<file path="src/rtl/cpu_alu_with_flags_unit_defines.svh">
// Assertion macros for the ALU block
`ifndef CPU_ALU_WITH_FLAGS_UNIT_DEFINES_SVH
`define CPU_ALU_WITH_FLAGS_UNIT_DEFINES_SVH

// Check a property while out of reset
`define CAFU_ASSERT(label, prop, msg) \
    label: assert property (@(posedge clk) disable iff (!rst_n) (prop)) else $error(msg);

// Check a property at every edge, reset included
`define CAFU_ASSERT_ALWAYS(label, prop, msg) \
    label: assert property (@(posedge clk) (prop)) else $error(msg);

`endif

</file>
<file path="src/rtl/cafu_pkg.sv">
package cafu_pkg;

    typedef enum logic [4:0] {
        OP_ADD   = 5'd0,
        OP_ADC   = 5'd1,
        OP_SUB   = 5'd2,
        OP_SBC   = 5'd3,
        OP_AND   = 5'd4,
        OP_OR    = 5'd5,
        OP_XOR   = 5'd6,
        OP_CP    = 5'd7,
        OP_INC   = 5'd8,
        OP_DEC   = 5'd9,
        OP_RLC   = 5'd10,
        OP_RL    = 5'd11,
        OP_RRC   = 5'd12,
        OP_RR    = 5'd13,
        OP_SLA   = 5'd14,
        OP_SRA   = 5'd15,
        OP_SRL   = 5'd16,
        OP_SWAP  = 5'd17,
        OP_BIT   = 5'd18,
        OP_RES   = 5'd19,
        OP_SET   = 5'd20,
        OP_ADD16 = 5'd21,
        OP_INC16 = 5'd22
    } alu_op_t;

    localparam int unsigned IN_BITS  = 40;
    localparam int unsigned OUT_BITS = 24;

    typedef struct packed {
        logic z;
        logic n;
        logic h;
        logic c;
    } flags_t;

    // op sits in the lowest bits
    typedef struct packed {
        logic [2:0]  bit_index;
        logic [15:0] operand_b;
        logic [15:0] operand_a;
        alu_op_t     op;
    } item_t;

endpackage

</file>
<file path="src/rtl/cpu_alu_with_flags_unit.sv">
// Channel   Dir  Word bits (lowest first)
// s_axis    in   op[4:0] operand_a[20:5] operand_b[36:21] bit_index[39:37]
// m_axis    out  result[15:0] zero[16] subtract[17] half[18] carry[19] zero pad[23:20]
//
// One word a cycle while m_axis_tready holds; a word passes input, then result register.
// The input register feeds the ALU; the flag register updates as the result register loads.
// Reset (rst_n low, asynchronous) empties both registers and clears the flags.
// A stalled result register holds the input register, and s_axis_tready drops once both fill.
`include "cpu_alu_with_flags_unit_defines.svh"

module cpu_alu_with_flags_unit (
    input  logic                          clk,
    input  logic                          rst_n,
    input  logic                          s_axis_tvalid,
    output logic                          s_axis_tready,
    // op, operand_a, operand_b, bit_index
    input  logic [cafu_pkg::IN_BITS-1:0]  s_axis_tdata,
    output logic                          m_axis_tvalid,
    input  logic                          m_axis_tready,
    // result, zero_flag, subtract_flag, half_flag, carry_out_flag, pad
    output logic [cafu_pkg::OUT_BITS-1:0] m_axis_tdata
);
    import cafu_pkg::*;

    logic        in_valid_reg;
    item_t       in_item_reg;
    logic        out_valid_reg;
    logic [15:0] out_result_reg;
    flags_t      out_flags_reg;
    flags_t      flags_reg;
    logic [15:0] alu_result;
    flags_t      alu_flags;
    logic        advance;

    assign advance       = in_valid_reg && (!out_valid_reg || m_axis_tready);
    assign s_axis_tready = !in_valid_reg || advance;

    cafu_alu u_alu (
        .item      (in_item_reg),
        .flags_in  (flags_reg),
        .result    (alu_result),
        .flags_out (alu_flags)
    );

    always_ff @(posedge clk or negedge rst_n)
    begin
        if (!rst_n)
        begin
            in_valid_reg  <= 1'b0;
            out_valid_reg <= 1'b0;
            flags_reg     <= '0;
        end
        else
        begin
            if (s_axis_tready)
            begin
                in_valid_reg <= s_axis_tvalid;
            end
            if (advance)
            begin
                out_valid_reg <= 1'b1;
                flags_reg     <= alu_flags;
            end
            else if (m_axis_tready)
            begin
                out_valid_reg <= 1'b0;
            end
        end
    end

    always_ff @(posedge clk)
    begin
        if (s_axis_tready && s_axis_tvalid)
        begin
            in_item_reg <= item_t'(s_axis_tdata);
        end
        if (advance)
        begin
            out_result_reg <= alu_result;
            out_flags_reg  <= alu_flags;
        end
    end

    assign m_axis_tvalid = out_valid_reg;
    assign m_axis_tdata  = {4'd0, out_flags_reg.c, out_flags_reg.h,
                            out_flags_reg.n, out_flags_reg.z, out_result_reg};

    `CAFU_ASSERT(a_flags_hold, !advance |=> $stable(flags_reg), "flags changed without a word")
    `CAFU_ASSERT(a_flags_match, out_valid_reg |-> (out_flags_reg == flags_reg), "flags mismatch")
    `CAFU_ASSERT(a_ready_when_empty, !in_valid_reg |-> s_axis_tready, "input blocked while empty")
    `CAFU_ASSERT_ALWAYS(a_reset_empty, !rst_n |=> (!m_axis_tvalid && !in_valid_reg), "valid in reset")

endmodule

</file>
<file path="src/rtl/cafu_alu.sv">
module cafu_alu (
    input  cafu_pkg::item_t  item,
    input  cafu_pkg::flags_t flags_in,
    output logic [15:0]      result,
    output cafu_pkg::flags_t flags_out
);
    import cafu_pkg::*;

    logic [7:0]  a;
    logic [7:0]  b;
    logic        cin;
    logic        cuse;
    logic [8:0]  sum9;
    logic [4:0]  sum5;
    logic [8:0]  dif9;
    logic [4:0]  dif5;
    logic [7:0]  r8;
    logic [7:0]  mask;
    logic [16:0] sum17;
    logic [12:0] sum13;

    always_comb
    begin
        a     = item.operand_a[7:0];
        b     = item.operand_b[7:0];
        cin   = flags_in.c;
        cuse  = ((item.op == OP_ADC) || (item.op == OP_SBC)) ? cin : 1'b0;
        sum9  = {1'b0, a} + {1'b0, b} + {8'd0, cuse};
        sum5  = {1'b0, a[3:0]} + {1'b0, b[3:0]} + {4'd0, cuse};
        dif9  = {1'b0, a} - {1'b0, b} - {8'd0, cuse};
        dif5  = {1'b0, a[3:0]} - {1'b0, b[3:0]} - {4'd0, cuse};
        mask  = 8'd1 << item.bit_index;
        sum17 = {1'b0, item.operand_a} + {1'b0, item.operand_b};
        sum13 = {1'b0, item.operand_a[11:0]} + {1'b0, item.operand_b[11:0]};
        r8    = 8'd0;
        result    = item.operand_a;
        flags_out = flags_in;
        case (item.op)
            OP_ADD, OP_ADC:
            begin
                r8 = sum9[7:0];
                flags_out = '{z: (r8 == 8'd0), n: 1'b0, h: sum5[4], c: sum9[8]};
                result = {8'd0, r8};
            end
            OP_SUB, OP_SBC, OP_CP:
            begin
                r8 = dif9[7:0];
                flags_out = '{z: (r8 == 8'd0), n: 1'b1, h: dif5[4], c: dif9[8]};
                result = (item.op == OP_CP) ? item.operand_a : {8'd0, r8};
            end
            OP_AND:
            begin
                r8 = a & b;
                flags_out = '{z: (r8 == 8'd0), n: 1'b0, h: 1'b1, c: 1'b0};
                result = {8'd0, r8};
            end
            OP_OR, OP_XOR, OP_SWAP:
            begin
                case (item.op)
                    OP_OR:   r8 = a | b;
                    OP_XOR:  r8 = a ^ b;
                    default: r8 = {a[3:0], a[7:4]};
                endcase
                flags_out = '{z: (r8 == 8'd0), n: 1'b0, h: 1'b0, c: 1'b0};
                result = {8'd0, r8};
            end
            OP_INC:
            begin
                r8 = a + 8'd1;
                flags_out = '{z: (r8 == 8'd0), n: 1'b0, h: (r8[3:0] == 4'h0), c: cin};
                result = {8'd0, r8};
            end
            OP_DEC:
            begin
                r8 = a - 8'd1;
                flags_out = '{z: (r8 == 8'd0), n: 1'b1, h: (r8[3:0] == 4'hF), c: cin};
                result = {8'd0, r8};
            end
            OP_RLC, OP_RL, OP_SLA:
            begin
                case (item.op)
                    OP_RLC:  r8 = {a[6:0], a[7]};
                    OP_RL:   r8 = {a[6:0], cin};
                    default: r8 = {a[6:0], 1'b0};
                endcase
                flags_out = '{z: (r8 == 8'd0), n: 1'b0, h: 1'b0, c: a[7]};
                result = {8'd0, r8};
            end
            OP_RRC, OP_RR, OP_SRA, OP_SRL:
            begin
                case (item.op)
                    OP_RRC:  r8 = {a[0], a[7:1]};
                    OP_RR:   r8 = {cin, a[7:1]};
                    OP_SRA:  r8 = {a[7], a[7:1]};
                    default: r8 = {1'b0, a[7:1]};
                endcase
                flags_out = '{z: (r8 == 8'd0), n: 1'b0, h: 1'b0, c: a[0]};
                result = {8'd0, r8};
            end
            OP_BIT:
            begin
                flags_out = '{z: ((a & mask) == 8'd0), n: 1'b0, h: 1'b1, c: cin};
            end
            OP_RES:
            begin
                result = {8'd0, a & ~mask};
            end
            OP_SET:
            begin
                result = {8'd0, a | mask};
            end
            OP_ADD16:
            begin
                result = sum17[15:0];
                flags_out = '{z: flags_in.z, n: 1'b0, h: sum13[12], c: sum17[16]};
            end
            OP_INC16:
            begin
                result = item.operand_a + 16'd1;
            end
            default:
            begin
                result = item.operand_a;
            end
        endcase
    end

endmodule
</file>
<file path="config.mk">
export PLATFORM = sky130hd
export DESIGN_NAME = cpu_alu_with_flags_unit
export DESIGN_NICKNAME = d
export VERILOG_FILES = /design/src/rtl/cafu_pkg.sv /design/src/rtl/cpu_alu_with_flags_unit.sv /design/src/rtl/cafu_alu.sv
export VERILOG_INCLUDE_DIRS = /design/src /design/src/rtl
export SDC_FILE = /design/constraint.sdc
export NUM_CORES = 1
export LEC_CHECK = 0
export BUFFER_PORTS_ARGS = -buffer_cell sky130_fd_sc_hd__buf_4
export CAP_MARGIN = 20
export CORE_MARGIN = 4
export CORE_UTILIZATION = 45
export DETAILED_ROUTE_END_ITERATION = 6
export PLACE_DENSITY = 0.7
export SLEW_MARGIN = 10
export SYNTH_ARGS = -nofsm -noshare
export SYNTH_HDL_FRONTEND = slang
export SYNTH_SLANG_ARGS = --single-unit
</file>
<file path="constraint.sdc">
create_clock -name clk -period 5.03 [get_ports clk]
set_input_delay 1.006 -clock clk [delete_from_list [all_inputs] [get_ports clk]]
set_output_delay 1.006 -clock clk [all_outputs]
set_load 0.02 [all_outputs]
</file>
==> Yosys cells after proc, flatten, opt, wreduce, memory -nomap -nowiden <==
Cells that the tools add are included.
{ "totals": {"elab_cells": 95, "memories": 0, "ram_bits": 0, "out_inout_bits": 26, "in_bits": 44, "regBits": 66, "mem_bits_ro": 0, "latchBits": 0} }
{ "classes": {"div": 0, "n_reduce_logical": 24, "eq_ne": 23, "add_sub_neg": 13, "n_shift": 1, "bitwise": 7, "muxes": 12, "n_mul": 0, "n_lt_le_gt_ge": 0} }
{ "ops": {"columns": ["operator", "count"], "rows": [
  ["16-bit one-hot mux with 12 select lines", 1],
  ["8-bit logical NOT", 9],
  ["5-bit by 4-bit == test with 1-bit output, second input constant", 8],
  ["4-bit one-hot mux with 10 select lines", 1],
  ["5-bit == test, second input constant", 7],
  ["8-bit AND", 3],
  ["8-bit 2-to-1 mux", 3],
  ["8-bit one-hot mux with 3 select lines", 1],
  ["5-bit by 3-bit == test with 1-bit output, second input constant", 4],
  ["16-bit by 16-bit adder with 17-bit output", 1],
  ["16-bit by 1-bit adder with 16-bit output, second input constant", 1],
  ["16-bit 2-to-1 mux", 1],
  ["8-bit OR", 2],
  ["8-bit one-hot mux with 2 select lines", 1],
  ["12-bit by 12-bit adder with 13-bit output", 1],
  ["5-bit by 2-bit == test with 1-bit output, second input constant", 2],
  ["8-bit by 8-bit adder with 9-bit output", 1],
  ["9-bit by 1-bit adder with 9-bit output", 1],
  ["3-bit OR reduction", 3],
  ["8-bit by 8-bit subtractor with 9-bit output", 1],
  ["9-bit by 1-bit subtractor with 9-bit output", 1],
  ["8-bit by 1-bit adder with 8-bit output, second input constant", 1],
  ["8-bit inverter", 1],
  ["1-bit by 3-bit << shifter with 8-bit output, first input constant", 1],
  ["other kinds (18)", 24]
]} }

==> Logic depth before layout (Yosys ltp) <==
Gate-level depths: netlist (run 1).
{ "depth": {"word_depth": 6, "depth_mapped": 14, "mapped_depth_nobuf": 13} }

==> Modules after synthesis <==
Synthesis (run 1) repeated with hierarchy kept, for this count alone.
{ "hier_totals": {"cells_unflattened": 685, "hier_area_um2": 6008.3} }
{ "modules_own_cells": {"columns": ["module", "cells_per_inst", "seq_area_each_um2", "area_per_inst_um2", "n_inst"], "rows": [
  ["cafu_alu", 603, 0.0, 3906.2, 1],
  ["cpu_alu_with_flags_unit", 82, 1951.9, 2102.0, 1]
]} }

==> Worst setup path before layout (run 1) <==
OpenSTA, ideal clock, no wires.
{ "synth_timing": {"path_kind": "register -> register", "from": "reg in_item_reg[2] (netlist bit)", "to": "reg out_result_reg[4] (data pin)", "slack_ns": 1.442, "synth_period_minus_slack_ns": 3.588, "stages_incl_launch_ff": 13, "path_buffers": 1, "setup_ns": 0.259, "required_time_ns": 4.771, "arrival_ns": 3.328, "cell_sequence": "edfxtp_1 -> buf_2 -> nor3_1 -> nand3_1 -> fa_1 -> fa_1 -> o21a_1 -> nor2_1 -> xnor2_1 -> a211o_1 -> or4_1 -> a211oi_1 -> nor2_1"} }
{ "synth_between": {"elab_chain_cells": 6, "word_cells_on_any_way": 35, "cone_classes": "2 x add/sub; 21 x eq/ne; 5 x mux; 7 x reduce/logical"} }
{ "synth_lines": {"columns": ["item", "line", "rtl"], "rows": [
  ["start: declaration", "cpu_alu_with_flags_unit.sv:26", "item_t in_item_reg;"],
  ["start signal: assignment", "cpu_alu_with_flags_unit.sv:75", "in_item_reg <= item_t'(s_axis_tdata);"],
  ["5-bit by 1-bit == test with 1-bit output / 5-bit by 2-bit == test with 1-bit output (equally long branches)", null, null],
  ["1-bit logical OR", "cafu_alu.sv:27", "cuse = ((item.op == OP_ADC) || (item.op == OP_SBC)) ? cin : 1'b0;"],
  ["1-bit 2-to-1 mux", "cafu_alu.sv:27", null],
  ["9-bit by 1-bit subtractor with 9-bit output", "cafu_alu.sv:30", "dif9 = {1'b0, a} - {1'b0, b} - {8'd0, cuse};"],
  ["16-bit 2-to-1 mux", "cafu_alu.sv:49", "result = (item.op == OP_CP) ? item.operand_a : {8'd0, r8};"],
  ["16-bit one-hot mux with 12 select lines *", "cafu_alu.sv:38", "case (item.op)"],
  ["via alu_result[4]", "cpu_alu_with_flags_unit.sv:31", "logic [15:0] alu_result;"],
  ["end signal: assignment", "cpu_alu_with_flags_unit.sv:79", "out_result_reg <= alu_result;"],
  ["end: declaration", "cpu_alu_with_flags_unit.sv:28", "logic [15:0] out_result_reg;"]
]} }
The timed path passes the listed nets; every way through them passes the cells marked *. The select of a mux whose other input is x is not followed.
A chain may end at the register's enable or synchronous reset.

==> Worst setup path in the final report (run 1) <==
{ "layout_timing": {"from": "reg in_item_reg[3] (netlist bit)", "to": "reg out_result_reg[4] (data pin)"} }
Same word-level chain as after synthesis.

==> tab_implementation.tex, run 1 <==
\begin{tabular}{lr}
\hline
Metric & Value \\
\hline
\multicolumn{2}{l}{\textbf{STA}} \\
Max-Slew Margin vs Limit & 21.4\% \\
Minimum period implied by the final worst setup slack & 4260 ps \\
Unrepaired setup endpoints after global routing & no \\
Min setup slack post-route & 772 ps \\
Maximum clock skew at final layout & 14.1 ps \\
Max frequency & 0.235 GHz \\
Final hold viol count & 0 \\
Total count of max-transition violations in the final report & 0 \\
Count of final setup violators & 0 \\
Summed negative setup slack over all endpoints & 0 ps \\
Slew of the pin with the lowest slew margin & 1180 ps \\
Final period utilization & 84.6\% \\
\multicolumn{2}{l}{\textbf{Yosys}} \\
Cell accounting for the most synthesized area & edfxtp\_1 \\
Count of yosys warnings during synthesis & 0 \\
Proportion of synthesized flip-flops having asynchronous set or reset & 9.09\% \\
Prevailing post-synth register cell & edfxtp\_1 \\
Number of storage elements in the synthesis netlist & 66 \\
Area share of the largest cell type after synthesis & 29.4\% \\
Post-synthesis average cell area & 8.83 µm² \\
Area of the mapped netlist & 6130 µm² \\
Dominant cell by count in the synthesized netlist & edfxtp\_1 \\
Fraction of the yosys area taken by sequential cells & 31.9\% \\
Count of flip-flops with a built-in enable after synthesis & 60 \\
Post-synthesis instance total & 694 \\
Most numerous cell types in the synthesized netlist & edfxtp\_1 (60), nor2\_1 (52), nand2\_1 (45), ha\_1 (43), inv\_1 (40) \\
Number of distinct library cells after synthesis & 77 \\
Largest cells by area after synthesis & edfxtp\_1 (29\%), ha\_1 (8.8\%), nor2\_1 (3.2\%) \\
\multicolumn{2}{l}{\textbf{Floorplanning}} \\
Die W & 125 µm \\
I/O Pins & 70 \\
Placement row count & 42 \\
Chip height & 125 µm \\
Area of the die & 15500 µm² \\
Starting utilization of the core area & 46.1\% \\
CORE AREA & 13300 µm² \\
\multicolumn{2}{l}{\textbf{Drt}} \\
DR WL/cell & 24.0 µm \\
Number of design rule violations left after detail routing & 0 \\
Vias post-DR & 5988 \\
Vias per std cell & 6.52 \\
Number of DRC markers in iteration 0 & 626 \\
Uppermost metal layer occupied by signal nets & met4 \\
Final routed wirelength across all metal layers & 22000 µm \\
Routed length on met2 & 9830 µm \\
Met3 Routed Length & 2250 µm \\
Router iterations before antenna repair & 5 \\
Detailed-route wire length on metal 1 & 9150 µm \\
Remaining antenna violation count after routing & 0 \\
\multicolumn{2}{l}{\textbf{Setup path}} \\
Critical R2R Capture & out\_result\_reg[4] \\
Critical path buffers and inverters & 2 \\
Worst R2R Setup Slack & 770 ps \\
Critical-path top delay cell & edfxtp\_1 \\
Delay contributed by the slowest stage of the critical path & 650 ps \\
Kind of cell adding the most delay to the critical path & simple AND/OR/NAND/NOR gates \\
Capturing instance or port of the critical path & out\_result\_reg[4] \\
Req. time, crit path & 5140 ps \\
Classification of the worst setup path & reg2reg \\
Launch instance of the worst register-to-register path & in\_item\_reg[3] \\
Arrival @ worst endpoint & 4370 ps \\
Origin of the worst setup path & in\_item\_reg[3] \\
CP startpoint kind & flip-flop \\
CP endpoint kind & flip-flop \\
Reg2reg path depth & 13 \\
Worst-path cell chain & nor3\_1, nand3\_1, inv\_1, fa\_1, inv\_1, fa\_1, nor2b\_1, o21ai\_0, and3\_1, o32a\_1, or4\_1, a211oi\_1, nor2\_1 \\
Critical path peak fanout & 22 \\
Critical path depth in cells & 13 \\
\multicolumn{2}{l}{\textbf{Layout}} \\
Flip-flop and latch area & 1950 µm² \\
Fill cell instance count of the final layout & 1218 \\
Core Util, Final & 53.2\% \\
Final Instance Count excl. Fillers & 918 \\
Antenna diode instance count & 0 \\
Fin nets & 829 \\
Area growth, synth to finish & 15.4\% \\
Fraction of final layout cells with drive strength greater than 1 & 15.5\% \\
Combined area of the multi-input logic cells & 3810 µm² \\
Flip-flop count of the largest register, all copies and words added & 40 \\
\multicolumn{2}{l}{\textbf{Clock network}} \\
H-tree lvl count & 3 \\
Number of buffers added for setup after CTS & 0 \\
Clock Pin Slew Worst Setup and Hold Paths & 70 ps \\
Post-cts sizing count & 0 \\
CTS Sinks & 66 \\
CTS Root Buffer Type & clkbuf\_16 \\
Num CTS Buffers & 9 \\
Post-cts hold buffer count & 0 \\
Buffers from clock root to sink, at most & 2 \\
Clock insertion delay at the later pin of the skew report & 360 ps \\
TritonCTS clock tree & yes \\
\multicolumn{2}{l}{\textbf{Placed design}} \\
Half-perimeter wire length after placement & 16200 µm \\
PortBufs & 65 \\
Global placer's final weighted congestion & 1.01 \\
Setup slack after placement & 861 ps \\
Count of placed standard cells including taps & 902 \\
\multicolumn{2}{l}{\textbf{Power}} \\
Static leakage & 2.83 nW \\
Total design power & 0.00207 W \\
Power density normalized to cell area & 293 nW/µm² \\
Max VDD drop & 0.000167 V \\
\multicolumn{2}{l}{\textbf{GRT}} \\
Remaining global-route overflow & 0 \\
Via count of the first global-routing pass & 5638 \\
GRT Overall Usage & 27.8\% \\
Largest net degree at the start of global routing & 46 \\
Global-route wire length before repair & 33300 µm \\
Initial antenna violation count & 0 \\
\multicolumn{2}{l}{\textbf{Job}} \\
Max-cap violation count & 0 \\
\multicolumn{2}{l}{\textbf{Min path}} \\
Hold WC Path Type & in2async \\
\multicolumn{2}{l}{\textbf{Status}} \\
Status & completed \\
\hline
\end{tabular}
## cell usage in the layout, fill, tap and decap left out, drive strengths merged, types with 13 or more instances in the layout
cell type  Yosys  routed
xnor2         17      17
inv           40      40
nand2         45      45
buf           17      79
and3          13      13
nor2          52      52
nand3         19      19
nand2b        19      19
ha            43      43
or3           14      14
o21ai         35      35
edfxtp        60      60
nor3          22      22
a21oi         30      30
## worst register-to-register path, stage by stage, from the launching register on
cell      delay (ps)
edfxtp_1         650
nor3_1           500
nand3_1          200
inv_1            100
fa_1             190
inv_1             60
fa_1             420
nor2b_1          320
o21ai_0          280
and3_1           280
o32a_1           180
or4_1            510
a211oi_1         230
nor2_1            70
## cell type report
cell class | count | share of cell area [%]
clock buffer | 10 | 3.24
clock inverter | 6 | 1.63
inverter | 40 | 2.12
multi-input combinational | 541 | 53.9
sequential | 66 | 27.6
tap | 176 | 3.12
timing repair buffer | 79 | 8.35
## worst min path at each step
stage | start | end | slack [ps] | cells after the start
floorplan | in_valid_reg | m_axis_tvalid | 460 | 1
CTS | rst_n | m_axis_tvalid | 450 | 1
detailed placement | in_valid_reg | m_axis_tvalid | 500 | 1
global placement | flags_reg[1] | flags_reg[1] | 480 | 1
global route | rst_n | m_axis_tvalid | 460 | 1
finish | rst_n | m_axis_tvalid | 460 | 1
## where the power goes
group / switching (W) / internal, W
Clock: 0.000270 / 0.000486
Combinational: 0.000373 / 0.000238
Sequential: 0.0000409 / 0.000661
## per-stage QoR
step	cell area, µm²	hold WS [ps]
2_1_floorplan	6140	457
3_3_place_gp	6720	475
3_5_place_dp	6730	496
4_1_cts	7070	452
5_1_grt	7070	458
6_report	7070	455
## cell families after synthesis
family / after synthesis / share of synthesized area (%)
compound gates: 200 / 23.6
xor+xnor: 27 / 3.86
fa+ha+maj: 48 / 10.4
buf+inv: 90 / 6.21
flops: 66 / 31.9
mux: 7 / 1.43
other cells: 1 / 0.0612
simple gates: 255 / 22.5
## per-layer routing
metal,GRT usage [%],up-vias
met5,0,-
met4,11.8,0
met3,5.49,58
met2,42.8,382
met1,38.0,2832
li1,-,2716
No activity file was read; power rests on OpenSTA's default activity.
==> run 2: changes to the inputs <==
- PLACE_DENSITY: 0.7 -> 0.73
- clock period: 5.03 -> 3.8 ns (I/O delays scaled with it)
==> run 2 against run 1 <==
Compared with the run above: global-route usage grew 1.7 points; critical path type unchanged; setup slack lost 580 ps; highest routed layer unchanged; power is 24% higher; critical endpoint unchanged; cell area is 2.2% higher.
==> tab_implementation.tex, run 2 (synthesis results as in run 1) <==
\begin{tabular}{lr}
\hline
Metric & Value \\
\hline
\multicolumn{2}{l}{\textbf{Status}} \\
Status & completed \\
\multicolumn{2}{l}{\textbf{Setup path}} \\
CP endpoint kind & flip-flop \\
Worst-path cell chain & nor3\_2, nand3\_1, fa\_1, fa\_1, o21a\_1, nor2\_1, xnor2\_1, a211o\_1, or4\_1, a211oi\_1, nor2\_1 \\
Delay contributed by the slowest stage of the critical path & 470 ps \\
Reg2reg path depth & 11 \\
Critical-path top delay cell & fa\_1 \\
Arrival @ worst endpoint & 3710 ps \\
Classification of the worst setup path & reg2reg \\
Req. time, crit path & 3900 ps \\
Critical path peak fanout & 3 \\
CP startpoint kind & flip-flop \\
Launch instance of the worst register-to-register path & in\_item\_reg[3] \\
Critical R2R Capture & out\_result\_reg[4] \\
Worst R2R Setup Slack & 200 ps \\
\multicolumn{2}{l}{\textbf{GRT}} \\
Largest net degree at the start of global routing & 41 \\
Via count of the first global-routing pass & 6004 \\
Global-route wire length before repair & 35400 µm \\
Remaining global-route overflow & 0 \\
GRT Overall Usage & 29.5\% \\
Initial antenna violation count & 0 \\
\multicolumn{2}{l}{\textbf{Placed design}} \\
Half-perimeter wire length after placement & 17500 µm \\
PortBufs & 65 \\
Setup slack after placement & 205 ps \\
Global placer's final weighted congestion & 1.02 \\
Count of placed standard cells including taps & 930 \\
Post-place instance area & 6950 µm² \\
\multicolumn{2}{l}{\textbf{STA}} \\
Count of final setup violators & 0 \\
Summed negative setup slack over all endpoints & 0 ps \\
Unrepaired setup endpoints after global routing & no \\
Final hold viol count & 0 \\
Maximum clock skew at final layout & 9.00 ps \\
Max-Slew Margin vs Limit & 31.9\% \\
Total count of max-transition violations in the final report & 0 \\
Final period utilization & 94.9\% \\
Minimum period implied by the final worst setup slack & 3600 ps \\
Slew of the pin with the lowest slew margin & 1020 ps \\
Worst hold slack across all endpoints & 219 ps \\
Max frequency & 0.277 GHz \\
Min setup slack post-route & 195 ps \\
\multicolumn{2}{l}{\textbf{Drt}} \\
Number of DRC markers in iteration 0 & 765 \\
Vias per std cell & 6.54 \\
Router iterations before antenna repair & 6 \\
Remaining antenna violation count after routing & 0 \\
Uppermost metal layer occupied by signal nets & met4 \\
Detailed-route wire length on metal 1 & 9760 µm \\
Met3 Routed Length & 2320 µm \\
Routed length on met2 & 10200 µm \\
Final routed wirelength across all metal layers & 23200 µm \\
Number of design rule violations left after detail routing & 0 \\
Vias post-DR & 6189 \\
DR WL/cell & 24.5 µm \\
\multicolumn{2}{l}{\textbf{Floorplanning}} \\
Starting utilization of the core area & 46.1\% \\
Area of the die & 15500 µm² \\
Placement row count & 42 \\
Die W & 125 µm \\
I/O Pins & 70 \\
Chip height & 125 µm \\
CORE AREA & 13300 µm² \\
\multicolumn{2}{l}{\textbf{Clock network}} \\
CTS Sinks & 66 \\
Clock insertion delay at the later pin of the skew report & 350 ps \\
Num CTS Buffers & 9 \\
Buffers from clock root to sink, at most & 2 \\
H-tree lvl count & 3 \\
Number of buffers added for setup after CTS & 0 \\
TritonCTS clock tree & yes \\
Clock Pin Slew Worst Setup and Hold Paths & 60 ps \\
CTS Root Buffer Type & clkbuf\_16 \\
\multicolumn{2}{l}{\textbf{Layout}} \\
Fill cell instance count of the final layout & 1221 \\
Area growth, synth to finish & 18.0\% \\
Fin nets & 857 \\
Final Instance Count excl. Fillers & 946 \\
Antenna diode instance count & 0 \\
Flip-flop count of the largest register, all copies and words added & 40 \\
Most frequent standard cell in the layout excluding fill and tap cells & buf\_4 \\
Flip-flop and latch area & 1950 µm² \\
Total non-filler cell area in the finished layout & 7230 µm² \\
Combined area of the multi-input logic cells & 3820 µm² \\
Fraction of final layout cells with drive strength greater than 1 & 18.7\% \\
Most frequent cells in the layout & buf\_4 (106), edfxtp\_1 (60), nor2\_1 (52) \\
\multicolumn{2}{l}{\textbf{Power}} \\
Power density normalized to cell area & 355 nW/µm² \\
Max VDD drop & 0.000230 V \\
Static leakage & 2.93 nW \\
\multicolumn{2}{l}{\textbf{Job}} \\
Max-cap violation count & 0 \\
\multicolumn{2}{l}{\textbf{Min path}} \\
Hold WC Path Type & in2async \\
\hline
\end{tabular}
-- run 2: cell count changes in the layout (fill, tap and decap cells not counted), sizes merged --
cell      change
clkinv        +1
bufinv        -3
buf          +28
inv           +1
clkinvlp      +2
clkbuf        -1
-- run 2: what timing repair did --
action,4_1_cts,5_1_grt
resized for setup,0,1
hold buffers,0,0
endpoints found under the setup margin,0,1
-- run 2: worst max-delay path by stage --
stage,from,endpoint,slack (ps),cells after the start
finish,in_item_reg[3],out_result_reg[4],200,11
global route,in_item_reg[2],out_result_reg[4],40,11
CTS,in_item_reg[3],out_result_reg[4],190,11
detailed placement,in_item_reg[3],out_result_reg[4],200,11
global placement,in_item_reg[3],out_result_reg[4],240,11
floorplan,in_item_reg[2],out_result_reg[4],210,12
-- run 2: report_power, final --
part	internal (W)	switching, W
logic	0.000338	0.000514
registers	0.000875	0.0000435
clock network	0.000439	0.000357
total	0.00165	0.000914
-- run 2: area by class of cell --
| cell class | count | share of cell area, % |
|---|---|---|
| Clock buffer | 9 | 3.12 |
| Clock inverter | 7 | 0.623 |
| Inverter | 40 | 2.08 |
| Multi-Input combinational cell | 541 | 52.8 |
| Sequential cell | 66 | 27.0 |
| Tap cell | 176 | 3.05 |
| Timing Repair Buffer | 107 | 11.3 |
-- run 2: through the flow --
| step | util, % | power, W |
|---|---|---|
| finish | 54.3 | 0.00257 |
| global route | 54.3 | 0.00269 |
| CTS | 54.3 | 0.00256 |
| detailed placement | 52.3 | 0.00176 |
| global placement | 52.3 | 0.00175 |
| floorplan | - | 0.00147 |
-- run 2: worst max-delay path: cells and delay by family (launching register included) --
kind / cells / cell delay, ps
simple gates: 5 / 1160
fa+ha+maj: 2 / 920
compound gates: 3 / 750
flops: 1 / 400
xor+xnor: 1 / 120
-- run 2: layer usage --
layer	vias to the layer above	GRT usage, %
li1	2779	-
met1	2973	39.9
met3	58	7.98
met4	0	11.1
met5	-	0
met2	379	45.1
==> run 3: changes to the inputs <==
- CELL_PAD_IN_SITES_DETAIL_PLACEMENT: default -> 2
- CELL_PAD_IN_SITES_GLOBAL_PLACEMENT: default -> 2
- CORE_UTILIZATION: 45 -> 33
- PLACE_DENSITY: 0.73 -> 0.83
==> run 3 against run 2 <==
Compared with the run above: setup slack lost 85 ps; sequential power grew 0.8%; register-to-register slack lost 80 ps; critical endpoint unchanged; largest power group is now clock; highest routed layer unchanged.
==> tab_implementation.tex, run 3 (synthesis results as in run 1) <==
\begin{tabular}{lr}
\hline
Metric & Value \\
\hline
\multicolumn{2}{l}{\textbf{Setup path}} \\
Critical path buffers and inverters & 0 \\
Cell type with the highest occurrence count on the critical path & nor2\_1 \\
Critical R2R Capture & out\_result\_reg[4] \\
Critical-path top delay cell & or4\_1 \\
CP startpoint kind & flip-flop \\
Critical path peak fanout & 3 \\
CP endpoint kind & flip-flop \\
Kind of cell adding the most delay to the critical path & simple AND/OR/NAND/NOR gates \\
Classification of the worst setup path & reg2reg \\
Reg2reg path depth & 11 \\
Worst-path cell chain & nor3\_4, nand3\_2, fa\_1, fa\_2, o21a\_1, nor2\_1, xnor2\_1, a211o\_1, or4\_1, a211oi\_2, nor2\_1 \\
Delay contributed by the slowest stage of the critical path & 530 ps \\
Worst R2R Setup Slack & 110 ps \\
Launch instance of the worst register-to-register path & in\_item\_reg[4] \\
Req. time, crit path & 3910 ps \\
Arrival @ worst endpoint & 3800 ps \\
\multicolumn{2}{l}{\textbf{Drt}} \\
DR WL/cell & 27.5 µm \\
Router iterations before antenna repair & 5 \\
Vias post-DR & 6201 \\
Number of DRC markers in iteration 0 & 566 \\
Remaining antenna violation count after routing & 0 \\
Vias per std cell & 6.22 \\
Number of design rule violations left after detail routing & 0 \\
Final routed wirelength across all metal layers & 27400 µm \\
\multicolumn{2}{l}{\textbf{Floorplanning}} \\
Placement row count & 49 \\
Chip height & 144 µm \\
Area of the die & 20800 µm² \\
Die W & 144 µm \\
Starting utilization of the core area & 33.9\% \\
I/O Pins & 70 \\
CORE AREA & 18100 µm² \\
\multicolumn{2}{l}{\textbf{Clock network}} \\
Buffers from clock root to sink, at most & 2 \\
Post-cts hold buffer count & 0 \\
Clock insertion delay at the later pin of the skew report & 360 ps \\
CTS Root Buffer Type & clkbuf\_16 \\
H-tree lvl count & 3 \\
TritonCTS clock tree & yes \\
Num CTS Buffers & 9 \\
Clock Pin Slew Worst Setup and Hold Paths & 70 ps \\
CTS Sinks & 66 \\
\multicolumn{2}{l}{\textbf{Min path}} \\
Hold WC Path Type & in2async \\
\multicolumn{2}{l}{\textbf{Layout}} \\
Most frequent cells in the layout & buf\_4 (104), edfxtp\_1 (60), nor2\_1 (52) \\
Antenna diode instance count & 0 \\
Core Util, Final & 40.6\% \\
Flip-flop count of the largest register, all copies and words added & 40 \\
Total non-filler cell area in the finished layout & 7350 µm² \\
Fin nets & 855 \\
Most frequent standard cell in the layout excluding fill and tap cells & buf\_4 \\
Area growth, synth to finish & 19.9\% \\
Fraction of final layout cells with drive strength greater than 1 & 18.9\% \\
Final Instance Count excl. Fillers & 997 \\
\multicolumn{2}{l}{\textbf{Power}} \\
Sequential share of power & 33.2\% \\
Proportion of power drawn by combinational gates & 32.5\% \\
Part of the power in the clock network & 34.3\% \\
Power density normalized to cell area & 380 nW/µm² \\
Net load switching power & 0.000989 W \\
Static leakage & 2.95 nW \\
Max VDD drop & 0.000235 V \\
Int Power & 0.00180 W \\
Sw frac & 35.4\% \\
\multicolumn{2}{l}{\textbf{STA}} \\
Maximum clock skew at final layout & 12.6 ps \\
Final hold viol count & 0 \\
Max frequency & 0.271 GHz \\
Max-Slew Margin vs Limit & 31.1\% \\
Final period utilization & 97.1\% \\
Slew of the pin with the lowest slew margin & 1020 ps \\
Total count of max-transition violations in the final report & 0 \\
Count of final setup violators & 0 \\
Minimum period implied by the final worst setup slack & 3690 ps \\
Unrepaired setup endpoints after global routing & no \\
\multicolumn{2}{l}{\textbf{Placed design}} \\
Post-place instance area & 6970 µm² \\
Count of placed standard cells including taps & 979 \\
PortBufs & 65 \\
Global placer's final weighted congestion & 0.967 \\
Half-perimeter wire length after placement & 20900 µm \\
\multicolumn{2}{l}{\textbf{GRT}} \\
Via count of the first global-routing pass & 6704 \\
Initial antenna violation count & 0 \\
GRT Overall Usage & 26.7\% \\
Largest net degree at the start of global routing & 41 \\
Remaining global-route overflow & 0 \\
Global-route wire length before repair & 41400 µm \\
\multicolumn{2}{l}{\textbf{Job}} \\
Max-cap violation count & 0 \\
\multicolumn{2}{l}{\textbf{Status}} \\
Status & completed \\
\hline
\end{tabular}
run 3: metal layers:
metal  GRT usage, %  part of all wire, %  routed length [µm]
met2           45.4                   49               13400
met3           4.27                  6.0                1650
met1           33.3                   41               11200
met4           12.0                  4.3                1180
met5              0                    0                   0
run 3: how the worst max path moves through the flow:
| stage | startpoint | endpoint | slack, ps | cells after the start |
|---|---|---|---|---|
| after floorplan | in_item_reg[2] | out_result_reg[4] | 210 | 12 |
| after global routing | in_item_reg[5] | m_axis_tdata[19] | 20 | 9 |
| after global placement | in_item_reg[3] | out_result_reg[4] | 100 | 11 |
| final | in_item_reg[4] | out_result_reg[4] | 110 | 11 |
| after detailed placement | in_item_reg[3] | out_result_reg[4] | -20 | 11 |
| after CTS | in_item_reg[3] | out_result_reg[4] | 8 | 11 |
run 3: final cells by class:
type                       instances  area (µm²)
inverter                          40         150
tap                              229         287
clock buffer                       9         225
timing repair buffer             105         801
fill                            2012       10700
clock inverter                     7         101
multi-input combinational        541        3830
sequential                        66        1950
run 3: worst reg2reg max path, stage by stage, from the launching register on:
cell	delay, ps
edfxtp_1	440
nor3_4	290
nand3_2	190
fa_1	460
fa_2	390
o21a_1	210
nor2_1	170
xnor2_1	130
a211o_1	290
or4_1	530
a211oi_2	250
nor2_1	90
run 3: power groups by stage:
stage	clock network (W)	logic [W]	registers, W
4_1_cts	0.000977	0.000887	0.000926
5_1_grt	0.00101	0.000970	0.000933
3_5_place_dp	0	0.000877	0.000940
2_1_floorplan	0	0.000510	0.000956
3_3_place_gp	0	0.000831	0.000934
6_report	0.000959	0.000907	0.000926
run 3: what timing repair did:
item	in CTS	in global routing
endpoints found under the setup margin	1	2
pin swaps	0	1
buffers inserted	0	1
gates resized for setup	2	3
run 3: through the flow:
stage	total power, W	TNS (ps)	hold slack (ps)	setup WS, ps
after global routing	0.00291	0	203	16.1
after detailed placement	0.00182	-19.7	491	-19.7
after global placement	0.00177	0	475	102
final	0.00279	0	210	110
after floorplan	0.00147	0	457	212
after CTS	0.00279	0	205	7.68
